## config.mk

```make
export PLATFORM = sky130hd
export DESIGN_NAME = diff_drive_ramp_step_period
export DESIGN_NICKNAME = d
export VERILOG_FILES = /design/src/rtl/core/ddrsp_pkg.sv /design/src/rtl/core/diff_drive_ramp_step_period.sv
export VERILOG_INCLUDE_DIRS = /design/src /design/src/rtl/core
export SDC_FILE = /design/constraint.sdc
export NUM_CORES = 2
export LEC_CHECK = 0
export BUFFER_PORTS_ARGS = -buffer_cell sky130_fd_sc_hd__buf_2
export CAP_MARGIN = 30
export CORE_ASPECT_RATIO = 0.9
export CORE_MARGIN = 2
export CORE_UTILIZATION = 50
export DETAILED_ROUTE_END_ITERATION = 10
export GPL_TIMING_DRIVEN = 0
export PLACE_DENSITY = 0.67
export SYNTH_ARGS = -nofsm -noshare
export SYNTH_HDL_FRONTEND = slang
export SYNTH_SLANG_ARGS = --single-unit
```

## constraint.sdc

```tcl
create_clock -name clock -period 27.5 [get_ports clock]
set_clock_uncertainty 0.1 [all_clocks]
set_input_delay 5.5 -clock clock [delete_from_list [all_inputs] [get_ports clock]]
set_output_delay 5.5 -clock clock [all_outputs]
set_load 0.05 [all_outputs]
```

## src/rtl/core/assert_macros.svh

```systemverilog
// Assertion macros shared by the RTL of the drive ramp block.
// Each use expands to one labeled concurrent assertion on a rising clock edge.
`ifndef ASSERT_MACROS_SVH
`define ASSERT_MACROS_SVH

// The property must hold at every edge outside reset.
`define DDRSP_ASSERT(lbl, clk, rst, prop) \
   lbl: assert property (@(posedge clk) disable iff (rst) prop) \
      else $error("ddrsp assertion failed");

// The expression must never be true outside reset.
`define DDRSP_NEVER(lbl, clk, rst, expr) \
   `DDRSP_ASSERT(lbl, clk, rst, !(expr))

`endif

```

## src/rtl/core/ddrsp_pkg.sv

```systemverilog
// Package of the differential drive ramp and step period block.
// Holds field widths, opcodes, register indexes and reset values; depends on nothing.
package ddrsp_pkg;

   localparam int FRACTION_BITS = 8;

   localparam int OP_W       = 2;
   localparam int VAL_W      = 24;
   localparam int VEL_W      = VAL_W + 1;
   localparam int WHEEL_W    = VEL_W + 1;
   localparam int STEP_W     = 16;
   localparam int NUMER_W    = 30;
   localparam int LIMIT_W    = 31;
   localparam int PERIOD_W   = 32;
   localparam int CURV_SHIFT = 12;
   localparam int PROD_W     = 2 * VAL_W;

   localparam int DIVIDEND_W = NUMER_W + FRACTION_BITS;
   localparam int CNT_W      = $clog2(DIVIDEND_W);

   localparam int REQ_DATA_W = ((2 * VAL_W + 7) / 8) * 8;
   localparam int RSP_DATA_W = ((2 * PERIOD_W + 7) / 8) * 8;

   localparam int CSR_IDX_W  = 2;
   localparam int CSR_DATA_W = LIMIT_W;

   typedef enum logic [OP_W-1:0] {
      OP_TICK      = 2'd0,
      OP_SET_WHEEL = 2'd1,
      OP_SET_CURV  = 2'd2
   } op_type;

   typedef enum logic [CSR_IDX_W-1:0] {
      CSR_COMMON_STEP = 2'd0,
      CSR_DIFF_STEP   = 2'd1,
      CSR_NUMERATOR   = 2'd2,
      CSR_LIMIT       = 2'd3
   } csr_index_type;

   localparam logic [STEP_W-1:0]  RST_COMMON_STEP = 16'd13;
   localparam logic [STEP_W-1:0]  RST_DIFF_STEP   = 16'd205;
   localparam logic [NUMER_W-1:0] RST_NUMERATOR   = 30'd1000000000;
   localparam logic [LIMIT_W-1:0] RST_LIMIT       = 31'd5000000;

endpackage

```

## src/rtl/core/diff_drive_ramp_step_period.sv

```systemverilog
// Top level of the differential drive ramp limiter with wheel step period output.
// Uses ddrsp_pkg and assert_macros.svh; multiply and divide run bit-serially.
//
//   channel  direction  handshake              payload
//   req      in         req_tvalid/req_tready  tuser op, tdata value_a, value_b
//   rsp      out        rsp_tvalid/rsp_tready  tdata left_period, right_period
//   csr      in         csr_we                 csr_index, csr_wdata
//
// A wheel-speed set is applied when it is accepted. A curvature set is accepted, then runs
// one step per multiplier bit in the shift-add multiplier, then scales and saturates.
// A tick ramps, forms the wheel sums, loads, then runs 38 restoring divide steps
// (one per dividend bit, both wheels side by side) before its word is registered.
// The result register lets new items in while a word waits; a tick whose word
// cannot be stored holds in its last state. Reset is synchronous.
`include "assert_macros.svh"

module diff_drive_ramp_step_period (
   input  logic                                 clock,
   input  logic                                 reset,
   input  logic                                 req_tvalid,
   output logic                                 req_tready,
   // value_a [23:0], value_b [47:24]
   input  logic [ddrsp_pkg::REQ_DATA_W-1:0]     req_tdata,
   // op [1:0]
   input  logic [ddrsp_pkg::OP_W-1:0]           req_tuser,
   output logic                                 rsp_tvalid,
   input  logic                                 rsp_tready,
   // left_period [31:0], right_period [63:32]
   output logic [ddrsp_pkg::RSP_DATA_W-1:0]     rsp_tdata,
   input  logic                                 csr_we,
   input  logic [ddrsp_pkg::CSR_IDX_W-1:0]      csr_index,
   input  logic [ddrsp_pkg::CSR_DATA_W-1:0]     csr_wdata
);
   import ddrsp_pkg::*;

   typedef enum logic [2:0] {
      S_IDLE,
      S_MUL,
      S_MUL_FIN,
      S_SUM,
      S_LOAD,
      S_DIV,
      S_DONE
   } state_type;

   localparam int LANES = 2;

   state_type                  state_ff;
   logic [CNT_W-1:0]           cnt_ff;

   logic [STEP_W-1:0]          common_step_ff;
   logic [STEP_W-1:0]          diff_step_ff;
   logic [NUMER_W-1:0]         numer_ff;
   logic [LIMIT_W-1:0]         limit_ff;

   logic signed [VEL_W-1:0]    tgt_common_ff;
   logic signed [VEL_W-1:0]    tgt_diff_ff;
   logic signed [VEL_W-1:0]    cur_common_ff;
   logic signed [VEL_W-1:0]    cur_diff_ff;

   logic [VAL_W-1:0]           mcand_ff;
   logic [PROD_W-1:0]          prod_ff;
   logic                       mul_neg_ff;

   logic signed [WHEEL_W-1:0]  vel_ff  [LANES];
   logic                       neg_ff  [LANES];
   logic [WHEEL_W-1:0]         div_ff  [LANES];
   logic [WHEEL_W:0]           rem_ff  [LANES];
   logic [DIVIDEND_W-1:0]      quo_ff  [LANES];

   logic                       rsp_tvalid_ff;
   logic [PERIOD_W-1:0]        rsp_left_ff;
   logic [PERIOD_W-1:0]        rsp_right_ff;

   logic                       accept;
   logic signed [VAL_W-1:0]    req_a;
   logic signed [VAL_W-1:0]    req_b;
   logic [VAL_W-1:0]           abs_a;
   logic [VAL_W-1:0]           abs_b;
   logic signed [VEL_W-1:0]    ab_sum;
   logic signed [VEL_W-1:0]    ab_dif;
   logic signed [VEL_W-1:0]    cur_common_in;
   logic signed [VEL_W-1:0]    cur_diff_in;
   logic [VAL_W:0]             mul_upper;
   logic [PROD_W-1:0]          prod_in;
   logic signed [PROD_W:0]     prod_signed;
   logic signed [PROD_W:0]     prod_scaled;
   logic [PROD_W-VEL_W+1:0]    prod_hi;
   logic signed [VEL_W-1:0]    curv_diff;
   logic [WHEEL_W:0]           part     [LANES];
   logic                       ge       [LANES];
   logic [WHEEL_W:0]           rem_in   [LANES];
   logic [DIVIDEND_W-1:0]      quo_in   [LANES];
   logic [PERIOD_W-1:0]        period   [LANES];
   logic                       rsp_free;
   logic                       div_live;
   logic                       rem_ok;
   logic                       done_stall;

   function automatic logic signed [VEL_W-1:0] ramp_f(
      input logic signed [VEL_W-1:0] cur,
      input logic signed [VEL_W-1:0] dst,
      input logic [STEP_W-1:0]       step
   );
      logic signed [VEL_W:0] cur_x;
      logic signed [VEL_W:0] dst_x;
      logic signed [VEL_W:0] step_x;
      logic signed [VEL_W:0] up;
      logic signed [VEL_W:0] dn;
      cur_x  = {cur[VEL_W-1], cur};
      dst_x  = {dst[VEL_W-1], dst};
      step_x = $signed({{(VEL_W + 1 - STEP_W){1'b0}}, step});
      up     = cur_x + step_x;
      dn     = cur_x - step_x;
      if (cur < dst) begin
         ramp_f = (up > dst_x) ? dst : up[VEL_W-1:0];
      end else if (cur > dst) begin
         ramp_f = (dn < dst_x) ? dst : dn[VEL_W-1:0];
      end else begin
         ramp_f = cur;
      end
   endfunction

   assign accept   = req_tvalid && req_tready;
   assign req_a    = $signed(req_tdata[VAL_W-1:0]);
   assign req_b    = $signed(req_tdata[2*VAL_W-1:VAL_W]);
   assign abs_a    = req_a[VAL_W-1] ? (VAL_W'(0) - req_a) : req_a;
   assign abs_b    = req_b[VAL_W-1] ? (VAL_W'(0) - req_b) : req_b;
   assign ab_sum   = {req_a[VAL_W-1], req_a} + {req_b[VAL_W-1], req_b};
   assign ab_dif   = {req_a[VAL_W-1], req_a} - {req_b[VAL_W-1], req_b};

   assign cur_common_in = ramp_f(cur_common_ff, tgt_common_ff, common_step_ff);
   assign cur_diff_in   = ramp_f(cur_diff_ff, tgt_diff_ff, diff_step_ff);

   // Shift-add multiplier: the low half holds the remaining multiplier bits.
   assign mul_upper = prod_ff[0] ? ({1'b0, prod_ff[PROD_W-1:VAL_W]} + {1'b0, mcand_ff})
                                 : {1'b0, prod_ff[PROD_W-1:VAL_W]};
   assign prod_in   = {mul_upper, prod_ff[VAL_W-1:1]};

   // Sign, arithmetic shift (floor) and saturation to the velocity range.
   assign prod_signed = mul_neg_ff ? -$signed({1'b0, prod_ff}) : $signed({1'b0, prod_ff});
   assign prod_scaled = prod_signed >>> CURV_SHIFT;
   assign prod_hi     = prod_scaled[PROD_W:VEL_W-1];
   always_comb begin
      if ((&prod_hi) || !(|prod_hi)) begin
         curv_diff = prod_scaled[VEL_W-1:0];
      end else if (prod_hi[PROD_W-VEL_W+1]) begin
         curv_diff = {1'b1, {(VEL_W-1){1'b0}}};
      end else begin
         curv_diff = {1'b0, {(VEL_W-1){1'b1}}};
      end
   end

   // One restoring divide step per lane, and the final period of each lane.
   always_comb begin
      for (int i = 0; i < LANES; i++) begin
         part[i]   = {rem_ff[i][WHEEL_W-1:0], quo_ff[i][DIVIDEND_W-1]};
         ge[i]     = part[i] >= {1'b0, div_ff[i]};
         rem_in[i] = ge[i] ? (part[i] - {1'b0, div_ff[i]}) : part[i];
         quo_in[i] = {quo_ff[i][DIVIDEND_W-2:0], ge[i]};
         if (div_ff[i] == '0 || quo_ff[i] > DIVIDEND_W'(limit_ff)) begin
            period[i] = '0;
         end else if (neg_ff[i]) begin
            period[i] = PERIOD_W'(0) - quo_ff[i][PERIOD_W-1:0];
         end else begin
            period[i] = quo_ff[i][PERIOD_W-1:0];
         end
      end
   end

   assign rsp_free   = !rsp_tvalid_ff || rsp_tready;
   assign req_tready = (state_ff == S_IDLE);
   assign rsp_tvalid = rsp_tvalid_ff;
   assign rsp_tdata  = {{(RSP_DATA_W - 2*PERIOD_W){1'b0}}, rsp_right_ff, rsp_left_ff};

   always_ff @(posedge clock) begin
      if (reset) begin
         common_step_ff <= RST_COMMON_STEP;
         diff_step_ff   <= RST_DIFF_STEP;
         numer_ff       <= RST_NUMERATOR;
         limit_ff       <= RST_LIMIT;
      end else if (csr_we) begin
         case (csr_index)
            CSR_COMMON_STEP: common_step_ff <= csr_wdata[STEP_W-1:0];
            CSR_DIFF_STEP:   diff_step_ff   <= csr_wdata[STEP_W-1:0];
            CSR_NUMERATOR:   numer_ff       <= csr_wdata[NUMER_W-1:0];
            CSR_LIMIT:       limit_ff       <= csr_wdata[LIMIT_W-1:0];
            default: ;
         endcase
      end
   end

   always_ff @(posedge clock) begin
      if (reset) begin
         state_ff      <= S_IDLE;
         cnt_ff        <= '0;
         tgt_common_ff <= '0;
         tgt_diff_ff   <= '0;
         cur_common_ff <= '0;
         cur_diff_ff   <= '0;
         rsp_tvalid_ff <= 1'b0;
      end else begin
         // A finished tick refills the register itself in the same cycle.
         if (rsp_tvalid_ff && rsp_tready && state_ff != S_DONE) begin
            rsp_tvalid_ff <= 1'b0;
         end
         case (state_ff)
            S_IDLE: begin
               if (accept) begin
                  case (req_tuser)
                     OP_TICK: begin
                        cur_common_ff <= cur_common_in;
                        cur_diff_ff   <= cur_diff_in;
                        state_ff      <= S_SUM;
                     end
                     OP_SET_WHEEL: begin
                        tgt_common_ff <= {ab_sum[VEL_W-1], ab_sum[VEL_W-1:1]};
                        tgt_diff_ff   <= {ab_dif[VEL_W-1], ab_dif[VEL_W-1:1]};
                     end
                     OP_SET_CURV: begin
                        tgt_common_ff <= {{(VEL_W-VAL_W){req_a[VAL_W-1]}}, req_a};
                        mcand_ff      <= abs_a;
                        prod_ff       <= {{(PROD_W-VAL_W){1'b0}}, abs_b};
                        mul_neg_ff    <= req_a[VAL_W-1] ^ req_b[VAL_W-1];
                        cnt_ff        <= '0;
                        state_ff      <= S_MUL;
                     end
                     default: ;
                  endcase
               end
            end
            S_MUL: begin
               prod_ff <= prod_in;
               cnt_ff  <= cnt_ff + 1'b1;
               if (cnt_ff == CNT_W'(VAL_W - 1)) begin
                  state_ff <= S_MUL_FIN;
               end
            end
            S_MUL_FIN: begin
               tgt_diff_ff <= curv_diff;
               state_ff    <= S_IDLE;
            end
            S_SUM: begin
               vel_ff[0] <= {cur_common_ff[VEL_W-1], cur_common_ff}
                          + {cur_diff_ff[VEL_W-1], cur_diff_ff};
               vel_ff[1] <= {cur_common_ff[VEL_W-1], cur_common_ff}
                          - {cur_diff_ff[VEL_W-1], cur_diff_ff};
               state_ff  <= S_LOAD;
            end
            S_LOAD: begin
               for (int i = 0; i < LANES; i++) begin
                  neg_ff[i] <= vel_ff[i][WHEEL_W-1];
                  div_ff[i] <= vel_ff[i][WHEEL_W-1] ? (WHEEL_W'(0) - vel_ff[i]) : vel_ff[i];
                  rem_ff[i] <= '0;
                  quo_ff[i] <= {numer_ff, {FRACTION_BITS{1'b0}}};
               end
               cnt_ff   <= '0;
               state_ff <= S_DIV;
            end
            S_DIV: begin
               for (int i = 0; i < LANES; i++) begin
                  rem_ff[i] <= rem_in[i];
                  quo_ff[i] <= quo_in[i];
               end
               cnt_ff <= cnt_ff + 1'b1;
               if (cnt_ff == CNT_W'(DIVIDEND_W - 1)) begin
                  state_ff <= S_DONE;
               end
            end
            S_DONE: begin
               if (rsp_free) begin
                  rsp_left_ff   <= period[0];
                  rsp_right_ff  <= period[1];
                  rsp_tvalid_ff <= 1'b1;
                  state_ff      <= S_IDLE;
               end
            end
            default: state_ff <= S_IDLE;
         endcase
      end
   end

   assign div_live   = (state_ff == S_DIV) && (div_ff[0] != '0);
   assign rem_ok     = rem_ff[0] < {1'b0, div_ff[0]};
   assign done_stall = (state_ff == S_DONE) && rsp_tvalid_ff && !rsp_tready;

   // The partial remainder of lane 0 stays below a nonzero divisor on every step.
   `DDRSP_ASSERT(a_rem_below_div, clock, reset, div_live |-> rem_ok)
   // The step counter never runs past the dividend width.
   `DDRSP_NEVER(a_cnt_overrun, clock, reset, (state_ff == S_DIV && cnt_ff >= CNT_W'(DIVIDEND_W)))
   // A new word appears only when a finished tick hands it over.
   `DDRSP_ASSERT(a_rsp_from_done, clock, reset, $rose(rsp_tvalid_ff) |-> $past(state_ff == S_DONE))
   // A finished tick waits while an earlier word is still held.
   `DDRSP_ASSERT(a_done_holds, clock, reset, done_stall |=> (state_ff == S_DONE && $stable(rsp_tdata)))

endmodule

```

After elaboration in Yosys (flattened, before gate mapping)
Memories as Yosys holds them, arrays and structs flattened. Index checks and enable logic that the tools add are counted.

Register bits after elaboration: 340. Bits in writable memories: 236. Output and inout bits: 66. Memories: 5.

Memories: quo_ff (depth 2, bits a word 38, read ports 2, clocked after Yosys merged registers in 0, wr ports 2, RTL line diff_drive_ramp_step_period.sv:69) `logic [DIVIDEND_W-1:0] quo_ff [LANES];`; rem_ff (depth 2, bits a word 27, read ports 2, clocked after Yosys merged registers in 0, wr ports 2, RTL line diff_drive_ramp_step_period.sv:68) `logic [WHEEL_W:0] rem_ff [LANES];`; div_ff (depth 2, bits a word 26, read ports 2, clocked after Yosys merged registers in 0, wr ports 2, RTL line diff_drive_ramp_step_period.sv:67) `logic [WHEEL_W-1:0] div_ff [LANES];`; vel_ff (depth 2, bits a word 26, read ports 2, clocked after Yosys merged registers in 0, wr ports 2, RTL line diff_drive_ramp_step_period.sv:65) `logic signed [WHEEL_W-1:0] vel_ff [LANES];`; neg_ff (depth 2, bits a word 1, read ports 2, clocked after Yosys merged registers in 0, wr ports 2, RTL line diff_drive_ramp_step_period.sv:66) `logic neg_ff [LANES];`.

Add/sub/neg operators: 19. Magnitude comparators: 12. Equality and inequality tests: 21. Muxes and demuxes: 52. Bitwise logic cells: 6. Reduce and logical (&&, ||, !) cells: 36.

Operators by type and width (count): 25-bit two-way mux (13); 27-bit two-way mux (4); 25-bit case mux with 2 select lines (2); 48-bit two-way mux (2); 48-bit case mux with 2 select lines (1); 38-bit by 31-bit > comparator with 1-bit output (2); 38-bit two-way mux (2); 32-bit two-way mux (2); 1-bit by 32-bit subtractor with 32-bit output (first input constant) (2); 27-bit by 26-bit greater-or-equal comparator with 1-bit output (2); 27-bit by 26-bit subtractor with 27-bit output (2); 25-bit by 17-bit adder with 26-bit output (2); 26-bit by 25-bit > comparator with 1-bit output (2); 26-bit logical NOT (2); 26-bit by 25-bit less-than comparator with 1-bit output (2); 26-bit two-way mux (2); 1-bit by 26-bit subtractor with 26-bit output (first input constant) (2); 25-bit by 17-bit subtractor with 26-bit output (2); 24-bit by 24-bit adder with 25-bit output (2); 25-bit > comparator (2); 25-bit less-than comparator (2); 49-bit two-way mux (1); 48-bit negation with 49-bit output (1); 1-bit by 24-bit subtractor with 24-bit output (first input constant) (2); other kinds (40) (88).

Depth between registers and ports, before layout
Depth in word-level cells: 7. Mapped depth: 25. Gate-level depth less buffers: 24.

Worst setup path before layout
No wires, ideal clock.

Kind: input to register. From: input port reset. To: memory quo_ff[0][0] (netlist name), enable pin. Setup time: 798 ps. Arrival time: 15404 ps. Data required time: 26602 ps. Slack: 11198 ps. Stages on the path: 4. Buffers on the path: 3. Path through: clkbuf_1 clkbuf_1 clkbuf_1 nor3b_1.

RTL lines: start, declared (RTL line diff_drive_ramp_step_period.sv:19) `input logic reset,`; end, declared (RTL line diff_drive_ramp_step_period.sv:69).

Worst setup path in the final report
From: input port req_tdata[26] (netlist name). To: register tgt_common_ff[20].

Word-level cells in the longest chain between the ends: 2.

Ends and longest elaborated chain: start, declared (RTL line diff_drive_ramp_step_period.sv:23) `input logic [ddrsp_pkg::REQ_DATA_W-1:0] req_tdata,`; 24-bit by 24-bit adder with 25-bit output (RTL line diff_drive_ramp_step_period.sv:129) `assign ab_sum = {req_a[VAL_W-1], req_a} + {req_b[VAL_W-1], req_b};`; 25-bit case mux with 2 select lines (RTL line diff_drive_ramp_step_period.sv:210) `case (req_tuser)`; end signal, assigned (RTL line diff_drive_ramp_step_period.sv:217) `tgt_common_ff <= {ab_sum[VEL_W-1], ab_sum[VEL_W-1:1]};`; end signal, assigned (RTL line diff_drive_ramp_step_period.sv:221) `tgt_common_ff <= {{(VEL_W-VAL_W){req_a[VAL_W-1]}}, req_a};`; end, declared (RTL line diff_drive_ramp_step_period.sv:56) `logic signed [VEL_W-1:0] tgt_common_ff;`.

No other way between the ends. A chain may end at the register's enable or synchronous reset.

==> metrics.log <==
INFO  metric mostFrequentLayoutCells = nand2_1, ha_1, nor2_1, edfxtp_1, a21oi_1
INFO  metric clock_pin_slew_worst_setup_and_hold_paths = 0.06 ns
INFO  metric distinct_cell_type_count_of_the_synthesized_netlist = 90
INFO  metric cts_max_level = 3
INFO  metric maximum_number_of_pins_on_one_net_before_global_route_repair = 15
INFO  metric setup.reg_to_reg.worst_slack = slightly below 20 ns
INFO  metric cp_data_required_time = roughly 28 ns
INFO  metric routed_wl = 136800 µm
INFO  metric core_region_area = 0.08467 mm²
INFO  metric rsz0062_at_grt = false
INFO  metric drive_gt1_share = under 10%
INFO  metric clock_sink_count = 571
INFO  metric initial_utilization = 50.72%
INFO  metric detailed_place_hpwl = ~110000 µm
INFO  metric final-instance-count-excl-fill = 6349
INFO  metric maxcap_violations = 0
INFO  metric grtUsageTotal = a little under a third
INFO  metric vdd_ir_max = 0.1791 mV
INFO  metric area_delta_synth_final = 11.36%
INFO  metric die_w = 312.9 µm
INFO  metric post_dr_vias_cell = just under 6
INFO  metric synth_edf_count = 369
INFO  metric drc_errors = 0
INFO  metric cts.root.buffer_cell = clkbuf_16
INFO  metric synth_top_flop_cell = edfxtp_1
INFO  metric postCtsSetupBuffers = 0
INFO  metric synth-seq-cells = 571
INFO  metric pre_cts_slack = 17.87 ns
INFO  metric layout.cells.most_common = nand2_1
INFO  metric ioPinCount = 154
INFO  metric wl_per_instance = 21.54 µm
INFO  metric insertion_delay = approximately 0.63 ns
INFO  metric placementRows = 101
INFO  metric grt_pass1_wl = 207200 µm
INFO  metric dr.first_iter.drc_count = 3875
INFO  metric kind_of_start_point_of_the_critical_path = input port
INFO  metric post_syn_instances = 4897
INFO  metric gpl.final_weighted_congestion = 0.9662
INFO  metric hold_viol_final = 0
INFO  metric critical_path.slowest_cell = o311ai_0
INFO  metric post-layout-total-power = 4771 µW
INFO  metric cts_made_buffers = 67
INFO  metric placement.io_buffers = 150
INFO  metric tightest_slew = 1.081 ns
INFO  metric nets = 5720
INFO  metric run_status = finished, final reports clean
INFO  metric number_of_antenna_violations_at_the_first_check_in_global_routing = 5
INFO  metric ctsLongestPathBuffers = 3
INFO  metric hold_buffers = 0
INFO  metric power_per_cell_area = between 90 and 100 mW/mm²
INFO  metric achievable-frequency = 110.0 MHz
INFO  metric cellLeakagePower = 0.01944 µW
INFO  metric hold_path_class = flop to flop
INFO  metric worst_setup_path_end_kind = flop
INFO  metric post_cts_resize_count = 0
INFO  metric vias_in_the_first_global_route = 34970
INFO  metric die_y = 282.0 µm
INFO  metric fin_tns_setup = 0 ns
INFO  metric cp_num_buf_inv = 4
INFO  metric post_syn_nets = roughly 5500
INFO  metric dpl.cell_count = between 6000 and 7000
INFO  metric tritoncts = yes
INFO  metric routed-via-count = 37900
INFO  metric grt.overflow.total = 0
INFO  metric max_slew_margin = between 20% and 30%
INFO  metric worst_ep_arrival_time = 9.51 ns
INFO  metric synth.yosys.seq_area_share = around a third
INFO  metric fp.dieArea = 0.08825 mm²
INFO  metric synth_area = 0.04294 mm²
INFO  metric core_occupancy_in_the_finished_layout = 56.48%
INFO  metric critPathKind = input port to flop
INFO  metric postRouteAntennaNets = 0
INFO  metric worst_path_most_repeated_cell = a21oi_1
INFO  metric crit_fanout = 8
INFO  metric asyncSetResetFlopFracSynth = 0%
INFO  metric avgSynthCellArea = a little under 9 µm²
INFO  metric min_period_over_period = ~33%
INFO  metric post-route-worst-setup-slack = between 15 and 20 ns
INFO  metric yosysWarningCount = 0
INFO  metric timing.critical_path.cells = buf_2 -> inv_1 -> ha_1 -> clkbuf_1 -> nor4bb_1 -> o311ai_0 -> a21oi_1 -> a221oi_1 -> a21oi_1 -> a2111oi_0 -> buf_1 -> o21ai_0 -> a2111o_1 -> a21o_1 -> a32o_1
INFO  metric setup_viol = 0
INFO  metric detailedRoute.firstPassIterationCount = 6
INFO  metric critPathTopFamily = compound AO/OA/AOI/OAI gates
INFO  metric fin_crit = 9.088 ns
INFO  metric drv_slew = 0
INFO  metric timing.critical_path.slowest_cell_delay = 0.49 ns
-- flip-flops by register name, indices dropped and copies added, names as in the netlist, 2 cells and up --
signal and cells:
cnt_ff 6, common_step_ff 16, cur_common_ff 25, cur_diff_ff 25, diff_step_ff 16, div_ff 51
limit_ff 31, mcand_ff 24, neg_ff 2, numer_ff 30, prod_ff 48, quo_ff 76
rem_ff 52, rsp_left_ff 32, rsp_right_ff 32, state_ff 3, tgt_common_ff 24, tgt_diff_ff 25
vel_ff 51
-- synthesized netlist by cell type (70+ instances only) --
master      n  area share (%)
a21o_1     98             1.7
a21oi_1   330             3.8
clkbuf_1  206             1.8
dfxtp_1   202             9.4
edfxtp_1  369              26
ha_1      461              13
inv_1     327             2.9
mux2i_1    73             1.7
nand2_1   626             5.5
nand3_1    90             1.0
nor2_1    385             3.4
nor3_1    106             1.2
o21ai_0   246             2.9
o31ai_1    70             1.2
xnor2_1   268             5.5
xor2_1    135             2.8
-- path summary, 6_finish.rpt --
check / from / to / depth (start not counted)
worst max-delay path: req_tdata[26] / tgt_common_ff[20] / 15
worst min register to register: limit_ff[12] / limit_ff[12] / 2
worst min-delay path: limit_ff[12] / limit_ff[12] / 2
worst max register to register: cur_common_ff[0] / cur_common_ff[11] / 23
-- where the power goes --
| group | total, µW | switching (µW) | internal (µW) |
|---|---|---|---|
| clock network | 921 | 383 | 538 |
| logic | 2650 | 1730 | 924 |
| registers | 1200 | 136 | 1060 |
-- cells by family (layout without fill, tap and decap cells) --
group                    after synthesis  count (layout)  synth area share [%]
AND/OR/NAND/NOR                     1630            1630                 17.71
AO/OA/AOI/OAI                       1198            1198                 18.29
flip-flops                           571             571                 35.22
buffers and inverters                547             863                 4.842
adder cells (fa/ha/maj)              472             472                 13.94
XOR/XNOR                             403             403                 8.219
multiplexers                          76              76                 1.780
other                                  0               3                     0
-- area by class of cell --
| class | instances | area [µm²] |
|---|---|---|
| Clock inverter | 30 | 322.8 |
| Timing Repair Buffer | 194 | 1184 |
| Tap cell | 1133 | 1418 |
| Antenna cell | 3 | 7.507 |
| Clock buffer | 92 | 1913 |
| Multi-Input combinational cell | 3779 | 25770 |
| Sequential cell | 571 | 15120 |
| Buffer | 218 | 844.6 |
| Fill cell | 7789 | 36850 |
| Inverter | 329 | 1235 |
-- routing by layer --
metal	global-route usage, %	share of wire (%)	up-vias
li1	-	-	18190
met1	43.48	45	18000
met2	45.12	42	1488
met3	7.331	9.7	220
met4	9.422	3.0	2
met5	0	0.0088	-
-- worst register-to-register path: cells and delay by family (launching register included) --
family	cells	cell delay (ns)
compound gates	12	3.67
simple gates	3	1.02
fa+ha+maj	3	1.03
flops	1	0.41
buf+inv	4	1.49
xor+xnor	1	0.18
-- per-stage QoR --
stage,hold slack (ns),cell area (µm²)
final,0.3559,47820
after global routing,0.3786,47820
after CTS,0.3546,47800
after detailed placement,0.3465,45570
after global placement,0.3434,45110
after floorplan,0.3244,42940
Power figures use the tool's default switching activity.
